===== config.mk =====
export PLATFORM = sky130hd
export DESIGN_NAME = interval_set_normalize_core
export DESIGN_NICKNAME = d
export VERILOG_FILES = /design/src/design/isn_pkg.sv /design/src/design/interval_set_normalize_core.sv
export SDC_FILE = /design/constraint.sdc
export NUM_CORES = 2
export LEC_CHECK = 0
export BUFFER_PORTS_ARGS = -buffer_cell sky130_fd_sc_hd__buf_2
export CAP_MARGIN = 20
export CORE_ASPECT_RATIO = 1.25
export CORE_UTILIZATION = 55
export DETAILED_ROUTE_END_ITERATION = 16
export PLACE_DENSITY = 0.71
export SYNTH_ARGS = -nofsm -noshare
export SYNTH_HDL_FRONTEND = slang
export SYNTH_SLANG_ARGS = --single-unit

===== constraint.sdc =====
create_clock -name clock -period 9.7 [get_ports clock]
set_input_delay 0.97 -clock clock [delete_from_list [all_inputs] [get_ports clock]]
set_output_delay 0.97 -clock clock [all_outputs]
set_load 0.03 [all_outputs]

===== src/design/isn_pkg.sv =====
// package for the interval set normalizer: defaults and controller states
`timescale 1ns / 1ps
`default_nettype none
package isn_pkg;
   localparam int unsigned MaxIntervalsDefault = 64;
   localparam int unsigned CoordBitsDefault    = 16;

   typedef enum logic [2:0] {
      ST_IDLE,
      ST_INS_CMP,
      ST_INS_PUT,
      ST_DR_START,
      ST_DR_LOAD,
      ST_DR_CMP,
      ST_DR_FIN
   } isn_state_type;
endpackage
`default_nettype wire


===== src/design/interval_set_normalize_core.sv =====
// interval set normalizer top level: sorted store in memory, merge on drain
//
// Input channel req_*: one interval per transfer (row, x_start, x_end, last_in).
// Each interval is insertion-sorted into a single-port-write, one-read memory
// by row then start x. Insertion walks down from the top of the store one
// entry per cycle, moving each stored entry that sorts after it up a slot.
// A full store drops the interval in its transfer cycle and sets the
// overflow flag. When last_in is set, the store is read back entry by entry
// (one read a cycle except while a closed run waits on a stalled receiver,
// registered read data), runs on the same row that touch or overlap are
// merged, and each merged run leaves on the rsp_* channel. The final run is
// valid on rsp_* in the cycle the block returns to idle.
// req_ready is high only while the block is idle; a stalled receiver holds
// the drain in place with the pending run kept in registers.
// Synchronous active-high reset empties the store (count and overflow flag
// cleared); memory contents are not cleared and are never read unwritten.
`timescale 1ns / 1ps
`default_nettype none
module interval_set_normalize_core
   import isn_pkg::*;
#(
   parameter int unsigned MAX_INTERVALS = MaxIntervalsDefault,
   parameter int unsigned COORD_BITS    = CoordBitsDefault
) (
   input  wire                          clock,
   input  wire                          reset,
   input  wire                          req_valid,
   output logic                         req_ready,
   input  wire signed [COORD_BITS-1:0]  req_row,
   input  wire signed [COORD_BITS-1:0]  req_x_start,
   input  wire signed [COORD_BITS-1:0]  req_x_end,
   input  wire                          req_last_in,
   output logic                         rsp_valid,
   input  wire                          rsp_ready,
   output logic signed [COORD_BITS-1:0] rsp_out_row,
   output logic signed [COORD_BITS-1:0] rsp_out_start,
   output logic signed [COORD_BITS-1:0] rsp_out_end,
   output logic                         rsp_last_out,
   output logic                         rsp_overflow
);
   localparam int unsigned AW = (MAX_INTERVALS > 1) ? $clog2(MAX_INTERVALS) : 1;
   localparam int unsigned CW = $clog2(MAX_INTERVALS + 1);
   localparam int unsigned EW = 3 * COORD_BITS;
   localparam logic [CW-1:0] MaxCount = CW'(MAX_INTERVALS);
   localparam logic [CW-1:0] One      = CW'(1);

   logic [EW-1:0] mem [MAX_INTERVALS];
   logic [EW-1:0] rdata_ff;
   logic          mem_we, mem_re;
   logic [AW-1:0] mem_waddr, mem_raddr;
   logic [EW-1:0] mem_wdata;

   isn_state_type state_ff, state_in;
   logic [CW-1:0] cnt_ff, cnt_in, pos_ff, pos_in, idx_ff, idx_in;
   logic          ovf_ff, ovf_in, last_ff, last_in;
   logic [EW-1:0] new_ff, new_in;
   logic signed [COORD_BITS-1:0] run_row_ff, run_row_in, run_xs_ff, run_xs_in;
   logic signed [COORD_BITS-1:0] run_xe_ff, run_xe_in;
   logic          rv_ff, rv_in, rl_ff, rl_in, ro_ff, ro_in;
   logic signed [COORD_BITS-1:0] rrow_ff, rrow_in, rxs_ff, rxs_in, rxe_ff, rxe_in;

   logic signed [COORD_BITS-1:0] rd_row, rd_xs, rd_xe, nw_row, nw_xs;
   logic out_free, goes_after, merges;

   assign rd_row = rdata_ff[EW-1 -: COORD_BITS];
   assign rd_xs  = rdata_ff[2*COORD_BITS-1 -: COORD_BITS];
   assign rd_xe  = rdata_ff[COORD_BITS-1:0];
   assign nw_row = new_ff[EW-1 -: COORD_BITS];
   assign nw_xs  = new_ff[2*COORD_BITS-1 -: COORD_BITS];
   assign goes_after = (rd_row > nw_row) || ((rd_row == nw_row) && (rd_xs > nw_xs));
   assign merges     = (rd_row == run_row_ff) && (rd_xs <= run_xe_ff);
   assign out_free   = !rv_ff || rsp_ready;

   always_ff @(posedge clock) begin
      if (mem_we) mem[mem_waddr] <= mem_wdata;
      if (mem_re) rdata_ff <= mem[mem_raddr];
   end

   always_ff @(posedge clock) begin
      if (reset) begin
         state_ff <= ST_IDLE;
         cnt_ff   <= '0;
         ovf_ff   <= 1'b0;
         rv_ff    <= 1'b0;
      end else begin
         state_ff <= state_in;
         cnt_ff   <= cnt_in;
         ovf_ff   <= ovf_in;
         rv_ff    <= rv_in;
      end
   end

   always_ff @(posedge clock) begin
      pos_ff     <= pos_in;
      idx_ff     <= idx_in;
      last_ff    <= last_in;
      new_ff     <= new_in;
      run_row_ff <= run_row_in;
      run_xs_ff  <= run_xs_in;
      run_xe_ff  <= run_xe_in;
      rl_ff      <= rl_in;
      ro_ff      <= ro_in;
      rrow_ff    <= rrow_in;
      rxs_ff     <= rxs_in;
      rxe_ff     <= rxe_in;
   end

   always_comb begin
      state_in   = state_ff;
      cnt_in     = cnt_ff;
      ovf_in     = ovf_ff;
      pos_in     = pos_ff;
      idx_in     = idx_ff;
      last_in    = last_ff;
      new_in     = new_ff;
      run_row_in = run_row_ff;
      run_xs_in  = run_xs_ff;
      run_xe_in  = run_xe_ff;
      rv_in      = rv_ff && !rsp_ready;
      rl_in      = rl_ff;
      ro_in      = ro_ff;
      rrow_in    = rrow_ff;
      rxs_in     = rxs_ff;
      rxe_in     = rxe_ff;
      mem_we     = 1'b0;
      mem_re     = 1'b0;
      mem_waddr  = pos_ff[AW-1:0];
      mem_raddr  = '0;
      mem_wdata  = new_ff;
      req_ready  = 1'b0;
      unique case (state_ff)
         ST_IDLE: begin
            req_ready = 1'b1;
            if (req_valid) begin
               new_in  = {req_row, req_x_start, req_x_end};
               last_in = req_last_in;
               pos_in  = cnt_ff;
               if (cnt_ff == MaxCount) begin
                  ovf_in   = 1'b1;
                  state_in = req_last_in ? ST_DR_START : ST_IDLE;
               end else if (cnt_ff == '0) begin
                  state_in = ST_INS_PUT;
               end else begin
                  // look at the entry just below the free slot
                  mem_re    = 1'b1;
                  mem_raddr = AW'(cnt_ff - One);
                  state_in  = ST_INS_CMP;
               end
            end
         end
         ST_INS_CMP: begin
            if (goes_after) begin
               // shift the entry up one slot and keep walking down
               mem_we    = 1'b1;
               mem_wdata = rdata_ff;
               pos_in    = pos_ff - One;
               if (pos_ff == One) begin
                  state_in = ST_INS_PUT;
               end else begin
                  mem_re    = 1'b1;
                  mem_raddr = AW'(pos_ff - CW'(2));
               end
            end else begin
               mem_we   = 1'b1;
               cnt_in   = cnt_ff + One;
               state_in = last_ff ? ST_DR_START : ST_IDLE;
            end
         end
         ST_INS_PUT: begin
            mem_we   = 1'b1;
            cnt_in   = cnt_ff + One;
            state_in = last_ff ? ST_DR_START : ST_IDLE;
         end
         ST_DR_START: begin
            mem_re    = 1'b1;
            mem_raddr = '0;
            idx_in    = One;
            state_in  = ST_DR_LOAD;
         end
         ST_DR_LOAD: begin
            run_row_in = rd_row;
            run_xs_in  = rd_xs;
            run_xe_in  = rd_xe;
            if (idx_ff < cnt_ff) begin
               mem_re    = 1'b1;
               mem_raddr = idx_ff[AW-1:0];
               idx_in    = idx_ff + One;
               state_in  = ST_DR_CMP;
            end else begin
               state_in = ST_DR_FIN;
            end
         end
         ST_DR_CMP: begin
            if (merges || out_free) begin
               if (merges) begin
                  if (rd_xe > run_xe_ff) run_xe_in = rd_xe;
               end else begin
                  // close the current run and open one at this entry
                  rv_in      = 1'b1;
                  rl_in      = 1'b0;
                  ro_in      = ovf_ff;
                  rrow_in    = run_row_ff;
                  rxs_in     = run_xs_ff;
                  rxe_in     = run_xe_ff;
                  run_row_in = rd_row;
                  run_xs_in  = rd_xs;
                  run_xe_in  = rd_xe;
               end
               if (idx_ff < cnt_ff) begin
                  mem_re    = 1'b1;
                  mem_raddr = idx_ff[AW-1:0];
                  idx_in    = idx_ff + One;
               end else begin
                  state_in = ST_DR_FIN;
               end
            end
         end
         ST_DR_FIN: begin
            if (out_free) begin
               rv_in    = 1'b1;
               rl_in    = 1'b1;
               ro_in    = ovf_ff;
               rrow_in  = run_row_ff;
               rxs_in   = run_xs_ff;
               rxe_in   = run_xe_ff;
               cnt_in   = '0;
               ovf_in   = 1'b0;
               state_in = ST_IDLE;
            end
         end
         default: state_in = ST_IDLE;
      endcase
   end

   assign rsp_valid     = rv_ff;
   assign rsp_out_row   = rrow_ff;
   assign rsp_out_start = rxs_ff;
   assign rsp_out_end   = rxe_ff;
   assign rsp_last_out  = rl_ff;
   assign rsp_overflow  = ro_ff;

   assert property (@(posedge clock) disable iff (reset) cnt_ff <= MaxCount)
      else $error("stored count beyond capacity");
   assert property (@(posedge clock) disable iff (reset)
      (state_ff == ST_DR_CMP) |-> (idx_ff <= cnt_ff))
      else $error("drain index beyond stored count");
   assert property (@(posedge clock) disable iff (reset)
      (state_ff == ST_DR_FIN && out_free) |=> (cnt_ff == '0 && !ovf_ff && rsp_last_out))
      else $error("store not emptied after final run");
   assert property (@(posedge clock) disable iff (reset)
      (state_ff == ST_INS_CMP) |-> (pos_ff != '0 && pos_ff <= cnt_ff))
      else $error("insertion slot out of range");
endmodule
`default_nettype wire


=== Word-level counts from Yosys, hierarchy flattened ===
Memories as Yosys holds them, arrays and structs flattened. A register that Yosys moved wholly into a read port is not among the register bits.
Index checks and enable logic that the tools add are counted.

* Output and inout bits: 52
* Logic and storage cells: 154
* Memories kept: 1
* Input port bits: 53
* Register bits: 173
* Bits in writable memories: 3072

* Reduce and logical (&&, ||, !) cells: 26
* Add/sub/neg operators: 5
* $lt $le $gt $ge: 5
* Eq/ne operators: 20
* Muxes and demuxes: 81

{| class="wikitable"
|+ Memory list
! name !! depth !! bits a word !! read ports !! clocked after memory_dff !! wr ports !! RTL line !! source
|-
| mem || 64 || 48 || 1 || 1 || 1 || interval_set_normalize_core.sv:47 || <nowiki>logic [EW-1:0] mem [MAX_INTERVALS];</nowiki>
|}

{| class="wikitable"
|+ Operator list
! cell !! number
|-
| two-way mux 16 bit || 16
|-
| case mux 16 bit (2 select lines) || 6
|-
| two-way mux 48 bit || 2
|-
| > comparator 16 bit || 3
|-
| two-way mux 6 bit || 7
|-
| two-way mux 7 bit || 6
|-
| case mux 7 bit (3 select lines) || 2
|-
| equality test 16 bit || 2
|-
| case mux 6 bit (4 select lines) || 1
|-
| two-way mux 1 bit || 23
|-
| case mux 3 bit (7 select lines) || 1
|-
| two-way mux 3 bit || 6
|-
| <= comparator 16 bit || 1
|-
| != test 2 bit (second input constant) || 8
|-
| adder 7 x 1 -> 7 bit (second input constant) || 2
|-
| case mux 7 bit (2 select lines) || 1
|-
| AND reduction 3 bit || 4
|-
| two-way mux 2 bit || 5
|-
| equality test 3 bit (second input constant) || 3
|-
| case mux 1 bit (2 select lines) || 4
|-
| AND reduction 4 bit || 2
|-
| nonzero test 2 bit || 4
|-
| equality test 7 x 1 -> 1 bit (second input constant) || 1
|-
| equality test 7 bit (second input constant) || 1
|-
| 17 further kinds || 26
|}

=== Longest topological paths before layout ===
* Depth in word-level cells: 5
* Mapped depth: 22
* Mapped depth without buffers: 15

=== Least setup slack after synthesis ===
Ideal clock, no wire load.

* Path kind: reg2reg
* Start point: register rdata_ff[45], read port of mem
* End point: memory mem[0][17] (netlist bit) (data pin)
* Data required time: 8.998 ns
* Buffers on the path: 2
* Arrival time: 4.933 ns
* Slack: 4.066 ns
* Cell stages (with the launch flop): 10
* Period minus slack after synthesis: 5.634 ns
* Setup time: 0.702 ns
* Path through: edfxtp_1 ha_1 nand3_1 or3_1 a32o_1 o311ai_0 a21boi_1 buf_2 clkbuf_1 o21ai_0

* Word-level cells in the longest chain between the ends: 5
* Elaborated cells on any way between the ends: 6
* Classes of those cells: 1 x order compare; 1 x eq/ne; 2 x mux; 2 x reduce/logical

{| class="wikitable"
|+ RTL lines
! element !! RTL line !! source
|-
| start, declared || interval_set_normalize_core.sv:48 || <nowiki>logic [EW-1:0] rdata_ff;</nowiki>
|-
| parallel branches: the longest is 2 deep, another holds > comparator 16 bit || - ||
|-
| logical OR 1 bit * || interval_set_normalize_core.sv:70 || <nowiki>assign goes_after = (rd_row > nw_row) || ((rd_row == nw_row) && (rd_xs > nw_xs));</nowiki>
|-
| two-way mux 48 bit * || interval_set_normalize_core.sv:152 || <nowiki>if (goes_after) begin</nowiki>
|-
| two-way mux 48 bit * || interval_set_normalize_core.sv:131 || <nowiki>unique case (state_ff)</nowiki>
|-
| net mem_wdata[17] || interval_set_normalize_core.sv:51 || <nowiki>logic [EW-1:0] mem_wdata;</nowiki>
|-
| end, declared || interval_set_normalize_core.sv:47 ||
|}

Mark *: on every way through the listed nets, which the timed path passes.

=== Final worst setup path ===
* Start point: register rdata_ff[21], read port of mem
* End point: register rdata_ff[47], read port of mem (data pin)

* Word-level cells in the longest chain between the ends: 5
* Elaborated cells on any way between the ends: 12
* Classes of those cells: 2 x order compare; 6 x mux; 4 x reduce/logical

{| class="wikitable"
|+ RTL lines
! element !! RTL line !! source
|-
| <= comparator 16 bit or > comparator 16 bit (tied branches) || interval_set_normalize_core.sv:71, interval_set_normalize_core.sv:70 ||
|-
| logical AND 1 bit (on tied branches) || interval_set_normalize_core.sv:71, interval_set_normalize_core.sv:70 ||
|-
| logical OR 1 bit (on tied branches) || interval_set_normalize_core.sv:194, interval_set_normalize_core.sv:70 ||
|-
| two-way mux 1 bit (tied with other cells) || interval_set_normalize_core.sv:194 || <nowiki>if (merges || out_free) begin</nowiki>
|-
| case mux 1 bit (5 select lines) or case mux 6 bit (4 select lines) (tied branches) || interval_set_normalize_core.sv:131 ||
|}

Several ways; a longest one is shown, not always the timed one.
A chain may end at the register's enable or synchronous reset.

==> run metrics <==
vias in the first global route 81.9k; Largest Register mem; slowest stage cell, crit path buf_4; DR WL/cell 33.3 um; sw frac 0.377; Die Y-Extent 549 um; RSZ-0062 raised after global routing false; status finished clean; Hold Vio Cnt, Final 0; die width 440 um; DRT iter0 DRCs roughly 13k; flops & latches, synth 3,293; PD cells between 300 and 400 mW/mm^2; largest net degree at the start of global routing 185; Routed WL 415 mm; Worst slew margin 0.140; Clock Skews 0.0725 ns; Synth-to-Final Area Change 11.2%; Longest Clk Path Bufs 4; Sequential Area ~0.099 mm^2; kind of critical path reg -> reg; I/O pin count 105; fin. max-slew vios 0; Final Critical Period 6.83 ns; most common cell after layout, fill and taps aside edfxtp_1; antenna violations before repair 24; Post-Syn Area per Cell 14.5 um^2; CTS tree done; fmax 146 MHz; Worst-Margin Slew 1.29 ns; worst hold slack 0.277 ns; Primary FF master, synth edfxtp_1; clock network power share 0.247; clock root buffer clkbuf_16; via count 86.1k; Int Pwr 29.6 mW; clk sink count 3,293; most used cell, CP buf_4; DRC viols 0; nature of the critical path endpoint register; syn_nets 9,202; CP max FO 70; initial core utilization 0.554; Cell Chain, Critical Path ha_1 > a21oi_1 > o21ai_0 > a221o_1 > o31a_1 > o21a_2 > o211ai_1 > and2_4 > buf_4 > buf_4 > nor3_1 > a31oi_1 > nor2_1 > o311a_1 > o2111ai_1; commonest cells after routing, fill and taps aside edfxtp_1 (3,281), nand2_1 (1,777), a211oi_1 (522); Static Leak 47.7 nW; Filler cells 16.8k; Clk Latency, worst-skew pair 0.90 ns; Net Sw Power 17.9 mW; Hold Crit Class in -> reg; Mapped Area 0.132 mm^2; vias per cell 6.91; CP arrival 7.44 ns; CTS Buf Count 310; Largest register FFs 3,072; hold buffer count at cts 0; Worst IR Drop VDD 375 uV; GRT Residual Overflow 0; number of flops mapped to enable cells by yosys 3,281; number of iterations in the first detailed-routing pass 9; Reg power frac 0.403; Post-Syn Instances 9,067; Resize count post-CTS 0; input/output buffers 104; final setup violation count 0; first-pass GRT wire length 582 mm; Critical Path Start Type register; WP data required 10.30 ns; Detailed Place HPWL 225 mm; Post-CTS Setup Bufs 0; FFs w/ async S/R, synth 0; start point of the critical path rdata_ff[21]; yosys warns 0; Reg clk slew, reported paths 0.06 ns; Yosys cell types 76; hold wc startpoint req_row[0]; period utilization 0.704; area occupied by multi-input gates 0.0308 mm^2; depth of the CTS H-tree 5; DRT antenna net count 0; Combinational Power Share 0.350; max-cap check violation count 0; proportion of layout cells with a drive suffix above 1 0.107; crit-path max cell delay 0.89 ns; registers with the most flip-flops mem: 3072 flops, new_ff: 48 flops, rdata_ff: 48 flops; core area 0.238 mm^2; Final TNS setup 0 ns; r2r startpoint rdata_ff[21]; gp weighted congestion between 0.9 and 1; Final Cell Area around 0.15 mm^2; Placed Area 0.136 mm^2; die area 0.241 mm^2; sequential share of the synthesized area 0.750; NumNets Final 9,216; Final Util 0.616; row count 200; GRT Total Usage 0.338
## per-stage QoR
| stage | power [mW] | instances | setup WS (ns) |
|---|---|---|---|
| global route | 49.0 | 12453 | 2.84 |
| floorplan | 29.5 | 9067 | 4.07 |
| detailed placement | 35.5 | 11886 | 3.22 |
| finish | 47.6 | 12468 | 2.87 |
| CTS | 47.0 | 12429 | 3.17 |
| global placement | 35.1 | 11882 | 3.23 |
## final timing paths
check / end / slack [ns] / depth (start not counted)
worst min register to register: rsp_out_start[7] / 0.42 / 0
worst max-delay path: rdata_ff[47] / 2.87 / 15
worst min-delay path: new_ff[32] / 0.28 / 1
worst max register to register: rdata_ff[47] / 2.87 / 15
## synthesized netlist by cell type (all sizes together), types with 10 or more instances
| cell type | count | area, um^2 |
|---|---|---|
| o21a | 20 | 151 |
| a21oi | 117 | 586 |
| a311oi | 506 | 4430 |
| buf | 265 | 1300 |
| ha | 82 | 1030 |
| nor3 | 33 | 165 |
| o311a | 10 | 100 |
| o31a | 13 | 114 |
| nand2 | 1783 | 6700 |
| nand4 | 64 | 400 |
| or3 | 10 | 62.6 |
| o21ai | 295 | 1480 |
| a31o | 10 | 87.6 |
| and3 | 464 | 2900 |
| mux2 | 29 | 327 |
| a21o | 10 | 75.1 |
| o2111ai | 11 | 114 |
| a221o | 11 | 110 |
| edfxtp | 3281 | 98500 |
| a211oi | 522 | 3920 |
| or4 | 38 | 285 |
| mux4 | 33 | 743 |
| o22ai | 21 | 131 |
| xnor2 | 28 | 245 |
| a22oi | 20 | 150 |
| nor2b | 44 | 275 |
| a221oi | 16 | 153 |
| dfxtp | 12 | 240 |
| mux2i | 66 | 661 |
| nand3 | 289 | 1450 |
| a31oi | 139 | 876 |
| o211ai | 11 | 82.6 |
| and2 | 13 | 81.3 |
| clkbuf | 409 | 1540 |
| nor2 | 167 | 634 |
| inv | 64 | 240 |
| nor3b | 85 | 638 |
## layout make-up
type,count,area share
Tap cell,3131,0.0268
Timing Repair Buffer,376,0.0210
Sequential cell,3293,0.675
Antenna cell,25,0.000427
Clock buffer,380,0.0552
Clock inverter,163,0.0100
Inverter,64,0.00164
Multi-Input combinational cell,5036,0.210
## per-layer routing
layer / routed length (um) / global-route usage
met2: 191000 / 0.524
met1: 137000 / 0.417
met5: 96 / 0
met3: 51700 / 0.0786
met4: 35300 / 0.248
## critical path: cells and delay by family, from the launching register on
| family | cells | cell delay, ns |
|---|---|---|
| buffers and inverters | 2 | 1.69 |
| flip-flops | 1 | 0.64 |
| AO/OA/AOI/OAI | 9 | 2.89 |
| adder cells (fa/ha/maj) | 1 | 0.42 |
| AND/OR/NAND/NOR | 3 | 0.82 |
## cell families after synthesis
family | Yosys count | share of synthesized area
buf+inv | 738 | 0.0234
simple gates | 3022 | 0.105
compound gates | 1769 | 0.0979
mux | 128 | 0.0131
flops | 3293 | 0.750
xor+xnor | 35 | 0.00233
fa+ha+maj | 82 | 0.00780
## power groups by stage
stage | sequential [mW] | combinational (mW) | clock [mW]
2_1_floorplan | 19.4 | 10.1 | 0
3_3_place_gp | 19.4 | 15.6 | 0
3_5_place_dp | 19.5 | 16.0 | 0
4_1_cts | 19.2 | 16.1 | 11.8
5_1_grt | 19.2 | 17.5 | 12.3
6_report | 19.2 | 16.7 | 11.8
Power figures use the tool's default switching activity.
